$ cat config.mk
export PLATFORM = sky130hd
export DESIGN_NAME = priority_work_dispatcher
export DESIGN_NICKNAME = d
export VERILOG_FILES = /design/src/rtl/pwd_pkg.sv /design/src/rtl/priority_work_dispatcher.sv /design/src/rtl/pwd_ram.sv /design/src/rtl/pwd_front.sv /design/src/rtl/pwd_back.sv
export SDC_FILE = /design/constraint.sdc
export NUM_CORES = 2
export LEC_CHECK = 0
export BUFFER_PORTS_ARGS = -buffer_cell sky130_fd_sc_hd__buf_2
export CAP_MARGIN = 10
export CORE_UTILIZATION = 57
export CTS_CLUSTER_SIZE = 10
export DETAILED_ROUTE_END_ITERATION = 6
export PLACE_DENSITY = 0.76
export RECOVER_POWER = 50
export SYNTH_ARGS = -nofsm -noshare
export SYNTH_HDL_FRONTEND = slang
export SYNTH_SLANG_ARGS = --single-unit
export TNS_END_PERCENT = 10
$ cat constraint.sdc
create_clock -name clk -period 5.5 [get_ports clk]
set_clock_uncertainty 0.1 [all_clocks]
set_input_delay 1.375 -clock clk [delete_from_list [all_inputs] [get_ports clk]]
set_output_delay 1.375 -clock clk [all_outputs]
set_load 0.02 [all_outputs]
$ cat src/rtl/pwd_pkg.sv
package pwd_pkg;

  localparam int KIND_W = 3;
  localparam int QIDX_W = 4;
  localparam int TAG_W  = 32;
  localparam int WID_W  = 5;
  localparam int STAT_W = 2;
  localparam int OQ_W   = 2;
  localparam int IN_DATA_W  = 48;
  localparam int OUT_DATA_W = 48;
  localparam int CFG_DATA_W = 6;

  localparam logic [KIND_W-1:0] KIND_ADD  = 3'd0;
  localparam logic [KIND_W-1:0] KIND_REQ  = 3'd1;
  localparam logic [KIND_W-1:0] KIND_DISP = 3'd2;
  localparam logic [KIND_W-1:0] KIND_IDLE = 3'd3;
  localparam logic [KIND_W-1:0] KIND_BUSY = 3'd4;

  localparam logic CFG_QUEUES  = 1'b0;
  localparam logic CFG_WORKERS = 1'b1;

  typedef enum logic [2:0] {
    OP_ADD,
    OP_REQ,
    OP_DISP,
    OP_IDLE,
    OP_BUSY,
    OP_NOP
  } op_t;

  typedef enum logic [STAT_W-1:0] {
    STAT_OK      = 2'd0,
    STAT_DENIED  = 2'd1,
    STAT_NONE    = 2'd2,
    STAT_DROPPED = 2'd3
  } status_t;

  typedef enum logic {
    ST_IDLE,
    ST_FIN
  } state_t;

  // classified command handed from front to back
  typedef struct packed {
    op_t               op;
    logic [QIDX_W-1:0] queue;
    logic [TAG_W-1:0]  tag;
    logic [WID_W-1:0]  wid;
    logic              wid_ok;
  } cmd_t;

  // configuration, already clamped to the legal range
  typedef struct packed {
    logic [4:0] nq;
    logic [6:0] nw;
  } cfg_t;

endpackage

$ cat src/rtl/priority_work_dispatcher.sv
// path: an accepted request is queued, then executed, then its result is loaded into the m_axis registers
// the back end takes no new command until the last one's result is loaded (execute, then result load)
// the execute cycle updates pointers and busy map and issues the single store access
// a two-entry command queue lets the front keep accepting while the output is stalled
// reset: synchronous, clears queues, busy map, handshakes; queues_in_use 1, workers_in_use 32
// no clearing pass: store entries are only read after being written
module priority_work_dispatcher #(
  parameter int QUEUES      = 4,
  parameter int QUEUE_DEPTH = 16,
  parameter int WORKERS     = 32
) (
  input  logic                            clk,
  input  logic                            rst,
  input  logic                            s_axis_tvalid,
  output logic                            s_axis_tready,
  // queue_index[3:0], work_tag[35:4], worker_id[40:36], zero[47:41]
  input  logic [pwd_pkg::IN_DATA_W-1:0]   s_axis_tdata,
  // kind[2:0]
  input  logic [pwd_pkg::KIND_W-1:0]      s_axis_tuser,
  output logic                            m_axis_tvalid,
  input  logic                            m_axis_tready,
  // out_tag[31:0], out_worker[36:32], out_queue[38:37], can_assign[39],
  // work_done[40], zero[47:41]
  output logic [pwd_pkg::OUT_DATA_W-1:0]  m_axis_tdata,
  // status[1:0]
  output logic [pwd_pkg::STAT_W-1:0]      m_axis_tuser,
  input  logic                            cfg_valid,
  output logic                            cfg_ready,
  input  logic                            cfg_index,
  input  logic [pwd_pkg::CFG_DATA_W-1:0]  cfg_data
);

  import pwd_pkg::*;

  logic cmd_valid;
  cmd_t cmd;
  logic cmd_pop;
  cfg_t cfg;

  pwd_front #(
    .QUEUES  (QUEUES),
    .WORKERS (WORKERS)
  ) u_front (
    .clk           (clk),
    .rst           (rst),
    .s_axis_tvalid (s_axis_tvalid),
    .s_axis_tready (s_axis_tready),
    .s_axis_tdata  (s_axis_tdata),
    .s_axis_tuser  (s_axis_tuser),
    .cfg_valid     (cfg_valid),
    .cfg_ready     (cfg_ready),
    .cfg_index     (cfg_index),
    .cfg_data      (cfg_data),
    .cmd_valid     (cmd_valid),
    .cmd           (cmd),
    .cmd_pop       (cmd_pop),
    .cfg           (cfg)
  );

  pwd_back #(
    .QUEUES      (QUEUES),
    .QUEUE_DEPTH (QUEUE_DEPTH),
    .WORKERS     (WORKERS)
  ) u_back (
    .clk           (clk),
    .rst           (rst),
    .cmd_valid     (cmd_valid),
    .cmd           (cmd),
    .cmd_pop       (cmd_pop),
    .cfg           (cfg),
    .m_axis_tvalid (m_axis_tvalid),
    .m_axis_tready (m_axis_tready),
    .m_axis_tdata  (m_axis_tdata),
    .m_axis_tuser  (m_axis_tuser)
  );

endmodule

$ cat src/rtl/pwd_ram.sv
module pwd_ram #(
  parameter int WIDTH = 32,
  parameter int DEPTH = 64
) (
  input  logic                                   clk,
  input  logic                                   we,
  input  logic [(DEPTH > 1 ? $clog2(DEPTH) : 1)-1:0] waddr,
  input  logic [WIDTH-1:0]                       wdata,
  input  logic                                   re,
  input  logic [(DEPTH > 1 ? $clog2(DEPTH) : 1)-1:0] raddr,
  output logic [WIDTH-1:0]                       rdata
);

  logic [WIDTH-1:0] mem [DEPTH];

  always_ff @(posedge clk) begin
    if (we) begin
      mem[waddr] <= wdata;
    end
    if (re) begin
      rdata <= mem[raddr];
    end
  end

endmodule

$ cat src/rtl/pwd_front.sv
module pwd_front #(
  parameter int QUEUES  = 4,
  parameter int WORKERS = 32
) (
  input  logic                                 clk,
  input  logic                                 rst,
  input  logic                                 s_axis_tvalid,
  output logic                                 s_axis_tready,
  input  logic [pwd_pkg::IN_DATA_W-1:0]        s_axis_tdata,
  input  logic [pwd_pkg::KIND_W-1:0]           s_axis_tuser,
  input  logic                                 cfg_valid,
  output logic                                 cfg_ready,
  input  logic                                 cfg_index,
  input  logic [pwd_pkg::CFG_DATA_W-1:0]       cfg_data,
  output logic                                 cmd_valid,
  output pwd_pkg::cmd_t                        cmd,
  input  logic                                 cmd_pop,
  output pwd_pkg::cfg_t                        cfg
);

  import pwd_pkg::*;

  localparam logic [4:0] NQ_MAX = 5'(QUEUES);
  localparam logic [6:0] NW_MAX = 7'(WORKERS);
  localparam logic [6:0] NW_RST = 7'((WORKERS < 32) ? WORKERS : 32);

  cmd_t       fifo [2];
  logic       wr_ptr;
  logic       rd_ptr;
  logic [1:0] fill;
  logic       push;
  cmd_t       cls;

  logic [QIDX_W-1:0] qreq;
  logic [4:0]        nq_wr;
  logic [6:0]        nw_wr;

  assign cfg_ready = 1'b1;

  // clamp configuration on write
  always_comb begin
    nq_wr = {2'b00, cfg_data[2:0]};
    if (nq_wr == 5'd0) nq_wr = 5'd1;
    if (nq_wr > NQ_MAX) nq_wr = NQ_MAX;
    nw_wr = {1'b0, cfg_data};
    if (nw_wr > NW_MAX) nw_wr = NW_MAX;
  end

  always_ff @(posedge clk) begin
    if (rst) begin
      cfg.nq <= 5'd1;
      cfg.nw <= NW_RST;
    end else if (cfg_valid && cfg_ready) begin
      unique case (cfg_index)
        CFG_QUEUES:  cfg.nq <= nq_wr;
        CFG_WORKERS: cfg.nw <= nw_wr;
        default: ;
      endcase
    end
  end

  // classify the incoming request
  always_comb begin
    qreq = s_axis_tdata[QIDX_W-1:0];
    if ({1'b0, qreq} >= cfg.nq) qreq = QIDX_W'(cfg.nq - 5'd1);
    cls.queue  = qreq;
    cls.tag    = s_axis_tdata[QIDX_W +: TAG_W];
    cls.wid    = s_axis_tdata[QIDX_W+TAG_W +: WID_W];
    cls.wid_ok = ({2'b00, cls.wid} < NW_MAX);
    unique case (s_axis_tuser)
      KIND_ADD:  cls.op = OP_ADD;
      KIND_REQ:  cls.op = OP_REQ;
      KIND_DISP: cls.op = OP_DISP;
      KIND_IDLE: cls.op = OP_IDLE;
      KIND_BUSY: cls.op = OP_BUSY;
      default:   cls.op = OP_NOP;
    endcase
  end

  assign s_axis_tready = (fill != 2'd2);
  assign push          = s_axis_tvalid && s_axis_tready;
  assign cmd_valid     = (fill != 2'd0);
  assign cmd           = fifo[rd_ptr];

  always_ff @(posedge clk) begin
    if (push) begin
      fifo[wr_ptr] <= cls;
    end
  end

  always_ff @(posedge clk) begin
    if (rst) begin
      wr_ptr <= 1'b0;
      rd_ptr <= 1'b0;
      fill   <= 2'd0;
    end else begin
      if (push) wr_ptr <= ~wr_ptr;
      if (cmd_pop) rd_ptr <= ~rd_ptr;
      fill <= fill + {1'b0, push} - {1'b0, cmd_pop};
    end
  end

endmodule

$ cat src/rtl/pwd_back.sv
module pwd_back #(
  parameter int QUEUES      = 4,
  parameter int QUEUE_DEPTH = 16,
  parameter int WORKERS     = 32
) (
  input  logic                            clk,
  input  logic                            rst,
  input  logic                            cmd_valid,
  input  pwd_pkg::cmd_t                   cmd,
  output logic                            cmd_pop,
  input  pwd_pkg::cfg_t                   cfg,
  output logic                            m_axis_tvalid,
  input  logic                            m_axis_tready,
  output logic [pwd_pkg::OUT_DATA_W-1:0]  m_axis_tdata,
  output logic [pwd_pkg::STAT_W-1:0]      m_axis_tuser
);

  import pwd_pkg::*;

  localparam int QI_W  = (QUEUES > 1) ? $clog2(QUEUES) : 1;
  localparam int PTR_W = $clog2(QUEUE_DEPTH);
  localparam int CNT_W = $clog2(QUEUE_DEPTH + 1);
  localparam int WI_W  = (WORKERS > 1) ? $clog2(WORKERS) : 1;
  localparam int MEM_D = QUEUES * QUEUE_DEPTH;
  localparam int AW    = (MEM_D > 1) ? $clog2(MEM_D) : 1;
  localparam logic [CNT_W-1:0] FULL    = CNT_W'(QUEUE_DEPTH);
  localparam logic [PTR_W-1:0] PTR_TOP = PTR_W'(QUEUE_DEPTH - 1);

  state_t state;
  state_t state_next;

  logic [PTR_W-1:0]   heads  [QUEUES];
  logic [PTR_W-1:0]   tails  [QUEUES];
  logic [CNT_W-1:0]   counts [QUEUES];
  logic [WORKERS-1:0] busy;

  logic [QI_W-1:0]    q;
  logic               full;
  logic [WORKERS-1:0] amask;
  logic [WORKERS-1:0] idle_vec;
  logic [WORKERS-1:0] pick;
  logic [WORKERS-1:0] busy_act;
  logic               w_any;
  logic [WI_W-1:0]    w_idx;
  logic               q_any;
  logic [QI_W-1:0]    q_hi;
  logic               disp_ok;
  logic               push_ok;
  logic [WI_W-1:0]    wid;
  logic               out_load;

  logic              ram_we;
  logic [AW-1:0]     ram_waddr;
  logic              ram_re;
  logic [AW-1:0]     ram_raddr;
  logic [TAG_W-1:0]  ram_rdata;

  status_t           p_status;
  logic [WID_W-1:0]  p_worker;
  logic [OQ_W-1:0]   p_queue;
  logic              p_take_tag;

  logic              can_assign;
  logic              work_done;
  logic [TAG_W-1:0]  res_tag;

  pwd_ram #(
    .WIDTH (TAG_W),
    .DEPTH (MEM_D)
  ) u_store (
    .clk   (clk),
    .we    (ram_we),
    .waddr (ram_waddr),
    .wdata (cmd.tag),
    .re    (ram_re),
    .raddr (ram_raddr),
    .rdata (ram_rdata)
  );

  // worker search and queue selection
  always_comb begin
    for (int i = 0; i < WORKERS; i++) begin
      amask[i] = (7'(i) < cfg.nw);
    end
    idle_vec = ~busy & amask;
    pick     = idle_vec & (~idle_vec + 1'b1);
    w_any    = |idle_vec;
    w_idx    = '0;
    for (int i = 0; i < WORKERS; i++) begin
      if (pick[i]) w_idx = w_idx | WI_W'(i);
    end
    busy_act = busy & amask;
    q_any = 1'b0;
    q_hi  = '0;
    for (int i = 0; i < QUEUES; i++) begin
      if ((5'(i) < cfg.nq) && (counts[i] != '0)) begin
        q_any = 1'b1;
        q_hi  = QI_W'(i);
      end
    end
  end

  assign q       = cmd.queue[QI_W-1:0];
  assign full    = (counts[q] == FULL);
  assign wid     = WI_W'(cmd.wid);
  assign cmd_pop = (state == ST_IDLE) && cmd_valid;
  assign push_ok = cmd_pop && (cmd.op == OP_ADD || cmd.op == OP_REQ) && !full;
  assign disp_ok = cmd_pop && (cmd.op == OP_DISP) && w_any && q_any;
  assign out_load = (state == ST_FIN) && (!m_axis_tvalid || m_axis_tready);

  assign ram_we    = push_ok;
  assign ram_waddr = AW'(q) * AW'(QUEUE_DEPTH) + AW'(tails[q]);
  assign ram_re    = disp_ok;
  assign ram_raddr = AW'(q_hi) * AW'(QUEUE_DEPTH) + AW'(heads[q_hi]);

  always_comb begin
    state_next = state;
    unique case (state)
      ST_IDLE: if (cmd_valid) state_next = ST_FIN;
      ST_FIN:  if (out_load) state_next = ST_IDLE;
      default: state_next = ST_IDLE;
    endcase
  end

  always_ff @(posedge clk) begin
    if (rst) state <= ST_IDLE;
    else     state <= state_next;
  end

  // queue pointers and busy map
  always_ff @(posedge clk) begin
    if (rst) begin
      for (int i = 0; i < QUEUES; i++) begin
        heads[i]  <= '0;
        tails[i]  <= '0;
        counts[i] <= '0;
      end
      busy <= '0;
    end else begin
      if (push_ok) begin
        tails[q]  <= (tails[q] == PTR_TOP) ? '0 : tails[q] + 1'b1;
        counts[q] <= counts[q] + 1'b1;
      end
      if (disp_ok) begin
        heads[q_hi]  <= (heads[q_hi] == PTR_TOP) ? '0 : heads[q_hi] + 1'b1;
        counts[q_hi] <= counts[q_hi] - 1'b1;
        busy         <= busy | pick;
      end
      if (cmd_pop && cmd.wid_ok && cmd.op == OP_IDLE) busy[wid] <= 1'b0;
      if (cmd_pop && cmd.wid_ok && cmd.op == OP_BUSY) busy[wid] <= 1'b1;
    end
  end

  // result fields held until the output stage is free
  always_ff @(posedge clk) begin
    if (cmd_pop) begin
      p_status   <= STAT_OK;
      p_worker   <= '0;
      p_queue    <= '0;
      p_take_tag <= 1'b0;
      case (cmd.op) inside
        OP_ADD, OP_REQ: begin
          p_queue <= OQ_W'(q);
          if (full) p_status <= (cmd.op == OP_ADD) ? STAT_DROPPED : STAT_DENIED;
        end
        OP_DISP: begin
          if (w_any && q_any) begin
            p_worker   <= WID_W'(w_idx);
            p_queue    <= OQ_W'(q_hi);
            p_take_tag <= 1'b1;
          end else begin
            p_status <= STAT_NONE;
          end
        end
        default: ;
      endcase
    end
  end

  always_comb begin
    can_assign = q_any && w_any;
    work_done  = !q_any && ((busy_act & (busy_act - 1'b1)) == '0);
    res_tag    = p_take_tag ? ram_rdata : '0;
  end

  always_ff @(posedge clk) begin
    if (rst) begin
      m_axis_tvalid <= 1'b0;
    end else if (out_load) begin
      m_axis_tvalid <= 1'b1;
    end else if (m_axis_tready) begin
      m_axis_tvalid <= 1'b0;
    end
  end

  always_ff @(posedge clk) begin
    if (out_load) begin
      m_axis_tdata <= {7'b0, work_done, can_assign, p_queue, p_worker, res_tag};
      m_axis_tuser <= p_status;
    end
  end

  a_exec_then_fin: assert property (@(posedge clk) disable iff (rst)
    cmd_pop |=> (state == ST_FIN))
    else $error("command taken without moving to result stage");

  a_ram_one_port: assert property (@(posedge clk) disable iff (rst)
    !(ram_we && ram_re))
    else $error("store written and read in one cycle");

  a_dispatch_busy: assert property (@(posedge clk) disable iff (rst)
    disp_ok |=> ((busy & $past(pick)) != '0))
    else $error("dispatched worker not marked busy");

  a_no_pop_in_fin: assert property (@(posedge clk) disable iff (rst)
    (state == ST_FIN) |-> !cmd_pop && !ram_we && !ram_re)
    else $error("state touched while a result is pending");

endmodule

# After elaboration in Yosys (flattened, before gate mapping)
# Memory sizes are Yosys's and may differ from the RTL's. A register that Yosys moved wholly into a read port is not among the register bits.
# Cells that the tools add are included.
# Widths: inputs -> output; s select.
[totals]
memories = 5
regBits = 103
ram_bits = 2188
word_cells = 275
output_inout_bits = 53
[op_classes]
n_reduce_logical = 45
magnitude_cmp = 41
mux = 132
bitwise_logic = 13
eq_ne = 13
n_addsub = 11
[mem_list]
columns = ["name", "depth", "word_bits", "read_ports", "rd_ports_with_merged_regs", "write_ports", "line", "text"]
rows = [
  ["u_back.u_store.mem", 64, 32, 1, 1, 1, "pwd_ram.sv:14", "logic [WIDTH-1:0] mem [DEPTH];"],
  ["u_front.fifo", 2, 44, 1, 1, 1, "pwd_front.sv:27", "cmd_t fifo [2];"],
  ["u_back.counts", 4, 5, 6, 0, 4, "pwd_back.sv:34", "logic [CNT_W-1:0] counts [QUEUES];"],
  ["u_back.heads", 4, 4, 1, 0, 4, "pwd_back.sv:32", "logic [PTR_W-1:0] heads [QUEUES];"],
  ["u_back.tails", 4, 4, 1, 0, 4, "pwd_back.sv:33", "logic [PTR_W-1:0] tails [QUEUES];"],
]
[ops]
columns = ["op", "n"]
rows = [
  ["$mux 32", 6],
  ["$and 32x32->32", 5],
  ["$mux 5", 29],
  ["$lt 5x7->1 const A", 16],
  ["$not 32->32", 3],
  ["$or 32x32->32", 2],
  ["$lt 4x7->1 const A", 8],
  ["$mux 2", 26],
  ["$mux 4", 13],
  ["$mux 1", 44],
  ["$add 32x1->32 const B", 1],
  ["$logic_not 32->1", 1],
  ["$reduce_or 32->1", 1],
  ["$sub 32x1->32 const B", 1],
  ["$lt 3x7->1 const A", 4],
  ["$mux 12", 2],
  ["$mux 7", 3],
  ["$reduce_bool 5->1", 4],
  ["$logic_and 1x1->1", 17],
  ["$mux 3", 5],
  ["$pmux 3 s5", 1],
  ["$lt 1x7->1 const A", 2],
  ["$lt 2x7->1 const A", 2],
  ["$add 6x4->6", 2],
  ["33 further kinds", 57],
]

# Depth between registers and ports, before layout
[logic_depth]
depth_word = 43
depth_mapped = 16

# Modules after synthesis
# Synthesis repeated with hierarchy kept, for this count alone.
[unflattened]
cells_unflattened = 4428
hier_area_um2 = 91004.8
[by_module_without_submodules]
columns = ["mod", "n_inst", "seq_area_each_um2", "cells_per_inst", "area_per_inst_um2"]
rows = [
  ["pwd_ram", 1, 62459.9, 3324, 78835.6],
  ["pwd_back", 1, 3833.7, 877, 8207.9],
  ["pwd_front", 1, 2922.8, 227, 3961.3],
]

# Worst setup path after synthesis
# No wires, ideal clock.
[synth_path]
path_type = "input to register"
from = "input m_axis_tready"
to = "register u_back.m_axis_tdata[0] (netlist bit), enable pin"
setup_ns = 0.512
t_required_ns = 4.888
slack_ns = 0.265
n_path_buf = 0
arrival_ns = 4.623
stages = 2
cell_sequence = "inv_1 > a21boi_0"
[synth_between]
elab_chain_cells = 2
[synth_rtl]
columns = ["element", "line", "text"]
rows = [
  ["start: declaration", "priority_work_dispatcher.sv:21", "input logic m_axis_tready,"],
  ["$logic_or 1x1->1", "pwd_back.sv:109", "assign out_load = (state == ST_FIN) && (!m_axis_tvalid || m_axis_tready);"],
  ["$logic_and 1x1->1", "pwd_back.sv:109", ""],
  ["via u_back.out_load", "pwd_back.sv:50", "logic out_load;"],
  ["end signal: assignment", "pwd_back.sv:198", "m_axis_tdata <= {7'b0, work_done, can_assign, p_queue, p_worker, res_tag};"],
  ["end: declaration", "pwd_back.sv:14", "output logic [pwd_pkg::OUT_DATA_W-1:0] m_axis_tdata,"],
]
# The timed path passes the listed nets, and every way through them passes these cells.
# A chain may end at the register's enable or synchronous reset.

==> results.py <==
metrics = {
    "status": {
        "status": "finished with violations",
        "violations": "design-rule violations, max-capacitance violations, max-slew violations",
    },
    "clock_network": {
        "hold_buffers": 0,
        "post-cts-setup-buffer-count": 0,
        "cts_tree": "done",
        "cts-htree-levels": 5,
        "cts_sinks": 2317,
        "clk_path_buf_depth": 4,
        "worstSkewPairLatency_ns": 0.94,
        "cts_buffers": 283,
        "root_buffer": "clkbuf_16",
        "post_cts.resized_instances": 0,
        "clkSlewWorstSetupHoldPaths_ns": 0.05,
    },
    "layout": {
        "finish.utilization_pct": 64.9,
        "finalNetCount": 6533,
        "drive_above_1_share_pct": 14.0,
        "syn2layout_area_growth_pct": 12.8,
        "instances_no_fill": 8676,
    },
    "placed_design": {
        "place_congestion": 0.912,
        "numPortBuffers": 100,
        "hpwl_um": 150000,
        "numPlacedInstances": 8347,
    },
    "sta": {
        "max-slew-margin-rel_pct": -143,
        "min_period_over_period_pct": 90.3,
        "rsz0062_at_grt": "false",
        "setup-tns-final_ns": 0,
        "tightest_slew_ns": 3.65,
        "clock.fmax_mhz": 201,
        "hold_viol": 0,
        "setup_viol": 0,
        "slew_viol_final": 2240,
        "fin_crit_ns": 4.97,
    },
    "logic_synthesis": {
        "synth.largest_area_cell": "edfxtp_1",
        "ys.flop_type": "edfxtp_1",
        "ys_ff_latch": 2317,
        "syn_inst": 6225,
        "synthTopCellsByArea": "edfxtp_1 (73%), mux2i_1 (5.1%), nand2_1 (2.8%)",
        "avgSynthCellArea_sq_um": 15.1,
        "synth_area_sq_um": 93700,
        "synth-async-reset-ratio_pct": 0,
        "synthDistinctLibCells": 96,
        "ys.warnings.count": 0,
        "netlist.area_leader.share_pct": 72.7,
        "synth-seq-area-share_pct": 73.7,
        "synth_edf_count": 2269,
    },
    "grt": {
        "antenna_found_initial": 9,
        "grt_max_degree": 222,
        "overflow": 0,
        "grtUsageTotal_pct": 31.2,
        "grt_pass1_wl_um": 378000,
        "grt_pass1_vias": 56786,
    },
    "routing": {
        "viasPerCell": 6.76,
        "wl_per_cell_um": 30.4,
        "drt-initial-drc-count": 8715,
        "postRouteAntennaNets": 0,
        "vias": 58653,
        "first_pass_iters": 7,
        "drc": 7,
        "finalWirelength_um": 264000,
    },
    "setup_path": {
        "crit_type": "reg -> reg",
        "crit_path_start_kind": "flip-flop",
        "worstPathRequired_ns": 5.94,
        "endpoint_kind": "flip-flop",
        "r2r_cells": 10,
        "crit_arrival_ns": 5.41,
        "cp_max_fo": 19,
    },
    "die": {
        "rows": 148,
        "pin_count": 116,
        "coreArea_sq_um": 163000,
        "initial_core_util_pct": 57.5,
        "die_h_um": 407,
        "dieArea_sq_um": 166000,
        "die_x_um": 407,
    },
    "worst_hold_path": {
        "worstHoldPathCells": 0,
        "min_path_type": "reg -> reg",
    },
    "power": {
        "total_power_mw": 45.6,
        "p_per_area_nw_per_um2": 431,
        "ir_worst_vdd_mv": 0.369,
        "p_leak_nw": 35.3,
    },
    "flow_run": {
        "maxCapViolCount": 37,
    },
}
## worst max-delay path, stage by stage (launching register included)
cell     delay (ns)
dfxtp_1        0.42
mux2_1         0.66
mux4_2         0.51
inv_1          0.07
ha_1           0.18
nand3_1        0.12
nand3_1        0.37
nor2_1         0.36
nand2_1        0.57
nor2_4         0.86
buf_4          0.41
## cell usage in the layout (no fill, tap or decap), types with 18 or more instances in the layout
cell type / netlist / layout
nand4b_1: 28 / 28
nand4_1: 99 / 99
buf_4: 35 / 155
o22ai_1: 53 / 53
a211oi_1: 23 / 23
a21oi_1: 393 / 392
mux4_2: 18 / 18
a21boi_0: 150 / 149
inv_1: 42 / 41
nand3_1: 69 / 68
o221a_2: 167 / 166
and2_0: 1 / 31
dfxtp_1: 48 / 48
edfxtp_1: 2269 / 2269
o32ai_1: 18 / 18
and3_1: 191 / 191
nor2_4: 0 / 69
a221oi_1: 57 / 57
a31oi_1: 37 / 37
o221ai_1: 40 / 40
clkbuf_1: 187 / 79
mux2_2: 38 / 21
buf_12: 0 / 68
nor2_1: 198 / 130
nor3_1: 36 / 36
mux2i_1: 482 / 482
nand2_1: 707 / 705
buf_2: 137 / 71
o21ai_0: 336 / 336
clkbuf_16: 0 / 290
## logic make-up (layout without fill, tap and decap cells)
logic type	Yosys count	after routing	synth area share, %
AOI/OAI and AO/OA	1424	1424	10.4
xor gates and xnor gates	13	13	0.122
adders and majority gates	12	12	0.155
buffers and inverters	456	717	2.17
DFF	2317	2317	73.7
muxes	539	539	6.05
other	2	17	0.00802
and+or+nand+nor	1462	1462	7.36
## sequential cells by signal, indices dropped and copies added, names as in the netlist, 16 cells and up, named ones only
signal and flops:
u_front.fifo 84, u_back.heads 16, u_back.u_store.rdata 32, u_back.tails 16, u_back.counts 20, u_back.m_axis_tdata 41, u_back.u_store.mem 2048, u_back.busy 32
## per-layer routing
metal / GRT usage (%) / vias up / share of wire (%)
met5: 0 / - / 0.016
met4: 15.3 / 6 / 5.5
met3: 6.56 / 766 / 12
met2: 48.4 / 4073 / 46
met1: 42.3 / 29092 / 37
li1: - / 24716 / -
## worst paths after layout
| path | startpoint | endpoint | slack (ns) |
|---|---|---|---|
| max | flip-flop | u_back.u_store.mem[48][20] | 0.53 |
| min | u_back.p_queue[0] | u_back.m_axis_tdata[37] | 0.32 |
| max reg2reg | flip-flop | u_back.u_store.mem[48][20] | 0.53 |
| min reg2reg | u_back.p_queue[0] | u_back.m_axis_tdata[37] | 0.32 |
## power by group
group          internal [mW]  leakage, nW  switching, mW
clock network           9.29         3.64           6.47
logic                   2.39         10.7           5.93
registers               21.4         20.9          0.161
## stage by stage
step           setup WS [ns]  hold slack [ns]  instance area [sq um]
2_1_floorplan          0.265            0.300                  93700
3_3_place_gp           0.708            0.304                  98400
3_5_place_dp           0.689            0.305                  98400
4_1_cts                0.695            0.322                 106000
5_1_grt                0.345            0.324                 106000
6_report               0.532            0.318                 106000
## synthesized netlist by cell type, drive strengths merged (10+ instances only)
master / count
a211oi: 24
a21boi: 152
a21o: 12
a21oi: 393
a221oi: 57
a22o: 12
a22oi: 11
a311oi: 10
a31oi: 37
and2: 38
and3: 191
buf: 223
clkbuf: 188
dfxtp: 48
edfxtp: 2269
ha: 10
inv: 44
mux2: 38
mux2i: 483
mux4: 18
nand2: 708
nand2b: 17
nand3: 70
nand4: 99
nand4b: 28
nor2: 205
nor3: 36
nor4: 15
o211ai: 15
o21a: 14
o21ai: 339
o221a: 167
o221ai: 41
o22a: 11
o22ai: 53
o32ai: 18
## area by class of cell
class | count | area (sq um)
sequential | 2317 | 69100
fill | 10954 | 57200
multi-input combinational | 3458 | 23200
clock buffer | 308 | 7320
timing repair buffer | 355 | 3110
tap | 2175 | 2720
inverter | 45 | 184
clock inverter | 9 | 83.8
antenna | 9 | 22.5
Note: power is estimated with default switching activity, not from simulation.
